==> src/dvr_pkg.sv <==
`timescale 1ns / 1ps
// distance-vector route update: shared types, sizes and status codes
// used by dvr_cell and distance_vector_route_update; no dependencies
package dvr_pkg;

	localparam int TABLE_SIZE = 32;
	localparam int IDX_W      = (TABLE_SIZE > 1) ? $clog2(TABLE_SIZE) : 1;
	localparam int SLOT_W     = 5;
	localparam int ADDR_W     = 32;
	localparam int COST_W     = 8;

	localparam logic [1:0] ST_INSERTED = 2'd0;
	localparam logic [1:0] ST_IMPROVED = 2'd1;
	localparam logic [1:0] ST_KEPT     = 2'd2;
	localparam logic [1:0] ST_FULL     = 2'd3;

	localparam logic [COST_W-1:0] COST_ONE = COST_W'(1);
	localparam logic [COST_W-1:0] COST_MAX = {COST_W{1'b1}};

	typedef struct packed {
		logic [ADDR_W-1:0] neighbor_addr;
		logic [ADDR_W-1:0] receive_interface;
		logic [ADDR_W-1:0] advertised_dest;
		logic [COST_W-1:0] advertised_cost;
	} req_t;

	typedef struct packed {
		logic [1:0]        status;
		logic [SLOT_W-1:0] slot;
		logic [COST_W-1:0] stored_cost;
		logic [ADDR_W-1:0] stored_next_hop;
	} rsp_t;

	// request as broadcast to every cell
	typedef struct packed {
		logic [ADDR_W-1:0] dest;
		logic [ADDR_W-1:0] next_hop;
		logic [ADDR_W-1:0] intf;
		logic [COST_W-1:0] cand;
	} route_t;

	// scan token handed from cell to cell
	typedef struct packed {
		logic              active;
		logic              found;
		logic              have_free;
		logic [IDX_W-1:0]  free_slot;
		logic [1:0]        status;
		logic [IDX_W-1:0]  slot;
		logic [COST_W-1:0] cost;
		logic [ADDR_W-1:0] hop;
	} tok_t;

	// insert command into one free cell
	typedef struct packed {
		logic             en;
		logic [IDX_W-1:0] slot;
	} ins_t;

	function automatic logic [SLOT_W-1:0] slot_of(logic [IDX_W-1:0] i);
		logic [IDX_W+SLOT_W-1:0] w;
		w = {{SLOT_W{1'b0}}, i};
		return w[SLOT_W-1:0];
	endfunction

endpackage

==> src/dvr_cell.sv <==
`timescale 1ns / 1ps
// distance-vector route update: one routing table entry as a chain cell
// depends on dvr_pkg
module dvr_cell (
	input  logic                     clk,
	input  logic                     arst_n,
	input  logic [dvr_pkg::IDX_W-1:0] idx,
	input  dvr_pkg::route_t          route,
	input  dvr_pkg::ins_t            ins,
	input  dvr_pkg::tok_t            tok_in,
	output dvr_pkg::tok_t            tok_out
);
	import dvr_pkg::*;

	logic              valid_q;
	logic [ADDR_W-1:0] dest_q;
	logic [ADDR_W-1:0] hop_q;
	logic [ADDR_W-1:0] intf_q;
	logic [COST_W-1:0] cost_q;

	logic hit;
	logic better;
	logic upd;
	logic wr_new;
	tok_t nxt;

	assign hit    = valid_q && (dest_q == route.dest);
	assign better = route.cand < cost_q;
	assign wr_new = ins.en && (ins.slot == idx);

	always_comb begin
		nxt = tok_in;
		upd = 1'b0;
		if (tok_in.active && !tok_in.found) begin
			if (hit) begin
				nxt.found = 1'b1;
				nxt.slot  = idx;
				if (better) begin
					nxt.status = ST_IMPROVED;
					nxt.cost   = route.cand;
					nxt.hop    = route.next_hop;
					upd        = 1'b1;
				end else begin
					nxt.status = ST_KEPT;
					nxt.cost   = cost_q;
					nxt.hop    = hop_q;
				end
			end else if (!valid_q && !tok_in.have_free) begin
				nxt.have_free = 1'b1;
				nxt.free_slot = idx;
			end
		end
	end

	always_ff @(posedge clk or negedge arst_n) begin
		if (!arst_n) begin
			tok_out <= '0;
			valid_q <= 1'b0;
		end else begin
			tok_out <= nxt;
			if (wr_new) begin
				valid_q <= 1'b1;
			end
		end
	end

	always_ff @(posedge clk) begin
		if (upd) begin
			cost_q <= route.cand;
			hop_q  <= route.next_hop;
			intf_q <= route.intf;
		end else if (wr_new) begin
			dest_q <= route.dest;
			cost_q <= route.cand;
			hop_q  <= route.next_hop;
			intf_q <= route.intf;
		end
	end

endmodule

==> config.mk <==
export PLATFORM = sky130hd
export DESIGN_NAME = dvr_cell
export DESIGN_NICKNAME = d
export VERILOG_FILES = /design/src/dvr_pkg.sv /design/src/dvr_cell.sv
export SDC_FILE = /design/constraint.sdc
export NUM_CORES = 1
export LEC_CHECK = 0
export ABC_AREA = 1
export ABC_CLOCK_PERIOD_IN_PS = 4560
export BUFFER_PORTS_ARGS = -buffer_cell sky130_fd_sc_hd__buf_2
export CAP_MARGIN = 10
export CORE_UTILIZATION = 35
export DETAILED_ROUTE_END_ITERATION = 10
export SYNTH_ARGS = -nofsm -noshare
export SYNTH_HDL_FRONTEND = slang
export SYNTH_SLANG_ARGS = --single-unit
==> constraint.sdc <==
create_clock -name clk -period 4.56 [get_ports clk]
set_input_delay 0 -clock clk [delete_from_list [all_inputs] [get_ports clk]]
set_output_delay 0 -clock clk [all_outputs]
set_load 0.05 [all_outputs]
**After elaboration in Yosys (flattened, before gate mapping)**

Cells that the tools add are included.

- Register bits: 128
- Output and inout bits: 55
- Bits of input ports: 172

- $lt $le $gt $ge: 1
- Reductions and logical operators: 9
- Mux-type cells: 14
- Bitwise gates (word level): 1
- Equality and inequality tests: 2

Operators by type and width:

| kind | count |
|---|---|
| two-way mux 32 bit | 2 |
| two-way mux 54 bit | 1 |
| two-way mux 47 bit | 1 |
| two-way mux 40 bit | 1 |
| equality test 32 bit | 1 |
| two-way mux 8 bit | 2 |
| two-way mux 6 bit | 2 |
| < comparator 8 bit | 1 |
| equality test 5 bit | 1 |
| logical AND 1 bit | 4 |
| two-way mux 1 bit | 4 |
| logical NOT 1 bit | 3 |
| two-way mux 2 bit | 1 |
| AND reduction 2 bit | 1 |
| nonzero test 2 bit | 1 |
| NOT 1 bit | 1 |

**Longest topological paths before layout**

- Word-level depth: 6
- Mapped depth: 13
- Depth with buffers taken out: 13

**Worst setup path before layout**

No wires, ideal clock.

- Path type: reg-to-reg
- Start: reg cost_q[7]
- End: reg cost_q[0], enable pin
- Data arrival time: 2.126 ns
- Slack: 2.036 ns
- Stages on the path, launching flop included: 9
- Setup time: 0.398 ns
- Cell sequence: edfxtp_1 inv_1 ha_1 a21oi_1 o21a_1 nand2_1 inv_1 nand3_1 nand2_1

- Cells in the longest elaborated chain, start to end: 5

Ends and longest elaborated chain:

| what | line | RTL |
|---|---|---|
| start: declaration | dvr_cell.sv:19 | `logic [COST_W-1:0] cost_q;` |
| start signal: assignment | dvr_cell.sv:69 | `cost_q <= route.cand;` |
| start signal: assignment | dvr_cell.sv:74 | `cost_q <= route.cand;` |
| < comparator 8 bit | dvr_cell.sv:28 | `assign better = route.cand < cost_q;` |
| two-way mux 1 bit | dvr_cell.sv:38 | `if (better) begin` |
| two-way mux 1 bit | dvr_cell.sv:35 | `if (hit) begin` |
| two-way mux 1 bit | dvr_cell.sv:34 | `if (tok_in.active && !tok_in.found) begin` |
| nonzero test 2 bit (no source line) | n/a |  |

Every way passes these cells.
A chain may end at the register's enable or synchronous reset.

==> results.sh <==
export IMPL_finalWeightedCongestion=0.796
export IMPL_setup_tns_ns=0
export IMPL_fin_crit_sh=0.628
export IMPL_cp_max_fo=23
export IMPL_maxCapViolCount=0
export IMPL_start_util=0.358
export IMPL_dp_hpwl_um=11400
export IMPL_switching_share=0.252
export IMPL_clock_skew_ns=0.00937
export IMPL_startpoint_type="flop"
export IMPL_row_count=48
export IMPL_track_usage=0.207
export IMPL_worst_ep_arrival_time_ns=3.16
export IMPL_synth_avg_cell_area_um2=9.05
export IMPL_post_route_min_period_ns=2.86
export IMPL_numCtsBuffers=17
export IMPL_power_density_nw_per_um2=328
export IMPL_final_layout_size_suffix_gt1_frac=0.239
export IMPL_cts_path_max_buffers=2
export IMPL_power_switching_mw=0.774
export IMPL_synth_top_cell_area_share=0.349
export IMPL_final_common_cell="nand2_1"
export IMPL_syn_area_um2=6190
export IMPL_vias=5754
export IMPL_wire_per_inst_um=14.6
export IMPL_fin_nets=1200
export IMPL_die_x_um=135
export IMPL_fp_coreArea_um2=17300
export IMPL_tightest_slew_ns=1.02
export IMPL_peakVddDrop_uv=252
export IMPL_comb_power_share=0.150
export IMPL_timing_slew_headroom=0.316
export IMPL_drtIter0Drc=300
export IMPL_first_pass_iters=5
export IMPL_detail_route_antenna_nets=0
export IMPL_grt_antenna_before_repair=0
export IMPL_p_leak_nw=4.63
export IMPL_die_h_um=135
export IMPL_power_frac_seq=0.417
export IMPL_finalSetupViolCount=0
export IMPL_synth_edf_count=72
export IMPL_vias_per_cell=4.57
export IMPL_drcViolationCount=0
export IMPL_cts_htree_levels=4
export IMPL_area_growth_pct=51.1
export IMPL_hold_class="in2reg"
export IMPL_ys_top_cells_by_area="edfxtp_1, dfrtp_1, nand2_1"
export IMPL_synth_main_ff_cell="edfxtp_1"
export IMPL_antenna_cells=0
export IMPL_cts_clk_slew_worst_paths_ns=0.06
export IMPL_hold_viol_final=0
export IMPL_slew_viol_final=0
export IMPL_status="complete, no violations"
export IMPL_synth_seq_cells=128
export IMPL_synth_cell_types=31
export IMPL_io_pins=227
export IMPL_required_ns=4.86
export IMPL_mostFrequentLayoutCells="nand2_1, buf_2, dlygate4sd3_1"
export IMPL_port_buffers=194
export IMPL_cts_resized=0
export IMPL_grt_max_degree=57
export IMPL_grt_overflow_total=0
export IMPL_final_util=0.541
export IMPL_dieArea_um2=18200
export IMPL_worst_setup_path_end_kind="flop"
export IMPL_fmax_mhz=349
export IMPL_syn_inst=684
export IMPL_clockPowerShare=0.433
export IMPL_yosys_warnings=0
export IMPL_yosysTopAreaCell="edfxtp_1"
export IMPL_intPower_mw=2.30
export IMPL_async_reset_ff_frac=0.438
export IMPL_tritoncts="done"
export IMPL_synth_fp_nets=863
export IMPL_rsz0062_at_grt="false"
export IMPL_r2r_slack_ns=1.70
export IMPL_path_class="reg2reg"
export IMPL_cts_setup_buffers=0
export IMPL_grt_pass1_vias=5762
export IMPL_clk_latency_ns=0.41
export IMPL_drt_wl_total_um=18300
export IMPL_clock_sinks=128
export IMPL_root_buffer="clkbuf_16"
export IMPL_ys_seq_area_frac=0.576
export IMPL_grt_pass1_wl_um=28900
export IMPL_cts_hold_buffers=141
flip-flops by register name (all words and copies together) (netlist names):
| name | cells |
|---|---|
| cost_q | 8 |
| dest_q | 32 |
| valid_q | 1 |
| hop_q | 32 |
| tok_out | 55 |
final cells by class:
class | instances | area (um^2)
sequential | 128 | 3560
clock buffer | 22 | 465
timing repair buffer | 343 | 2440
inverter | 108 | 405
fill | 1546 | 7940
multi-input combinational | 423 | 2080
tap | 225 | 282
clock inverter | 10 | 110
worst paths after layout:
path                                     startpoint  cells past startpoint               endpoint
worst max-delay path            dest_q[4]$_DFFE_PP_                     11  tok_out[37]$_DFF_PN0_
worst min-delay path                         ins[3]                      4    valid_q$_DFFE_PN0P_
worst max register to register  dest_q[4]$_DFFE_PP_                     11  tok_out[37]$_DFF_PN0_
worst min register to register  valid_q$_DFFE_PN0P_                      2    valid_q$_DFFE_PN0P_
max in group asynchronous                    arst_n                      3  tok_out[41]$_DFF_PN0_
min in group asynchronous                    arst_n                      3  tok_out[10]$_DFF_PN0_
routing by layer:
metal  part of all wire  track usage  wire [um]
met1               0.44        0.260       8110
met2               0.49        0.356       9070
met3              0.045       0.0409        831
met4              0.018       0.0705        334
met5                  0            0          0
power groups by stage:
| stage | Sequential [mW] | Clock [mW] | Combinational [mW] |
|---|---|---|---|
| after detailed placement | 1.30 | 0 | 0.362 |
| after global routing | 1.28 | 1.41 | 0.501 |
| after CTS | 1.28 | 1.36 | 0.458 |
| after floorplan | 1.39 | 0 | 0.125 |
| after global placement | 1.30 | 0 | 0.359 |
| final | 1.28 | 1.33 | 0.461 |
synthesized netlist by cell type, drive strengths merged (7+ instances only):
| master | n |
|---|---|
| nand2 | 246 |
| inv | 108 |
| edfxtp | 72 |
| dfrtp | 56 |
| nand4 | 49 |
| nand3b | 42 |
| nor2 | 30 |
| buf | 18 |
| o21ai | 10 |
| a21oi | 9 |
| nand3 | 8 |
| clkbuf | 7 |
| ha | 7 |
through the flow:
stage          area [um^2]  hold WS, ns  power (mW)  worst slack [ns]  cells
3_3_place_gp          7370        0.153        1.66              1.81   1086
2_1_floorplan         6190       -0.296        1.52              2.04    684
4_1_cts               9350       0.0276        3.09              1.70   1259
6_report              9350       0.0444        3.07              1.70   1259
5_1_grt               9350       0.0796        3.19              1.47   1259
3_5_place_dp          7370        0.154        1.66              1.81   1086
worst max-delay path, stage by stage (launching register included):
cell,delay [ns]
edfxtp_1,0.35
inv_1,0.04
nand2_1,0.12
nand2_1,0.07
nor2_1,0.11
nand3_1,0.13
nor2_2,0.20
nand4_2,0.55
buf_4,0.47
nand2_1,0.10
nand2_1,0.05
dlygate4sd3_1,0.55
cell families after synthesis:
kind of cell / synth area share
adder cells (fa/ha/maj): 0.0141
XOR/XNOR: 0.0113
buffers and inverters: 0.0879
AND/OR/NAND/NOR: 0.286
multiplexers: 0.00546
AO/OA/AOI/OAI: 0.0196
flip-flops: 0.576
No activity file was read; power rests on OpenSTA's default activity.
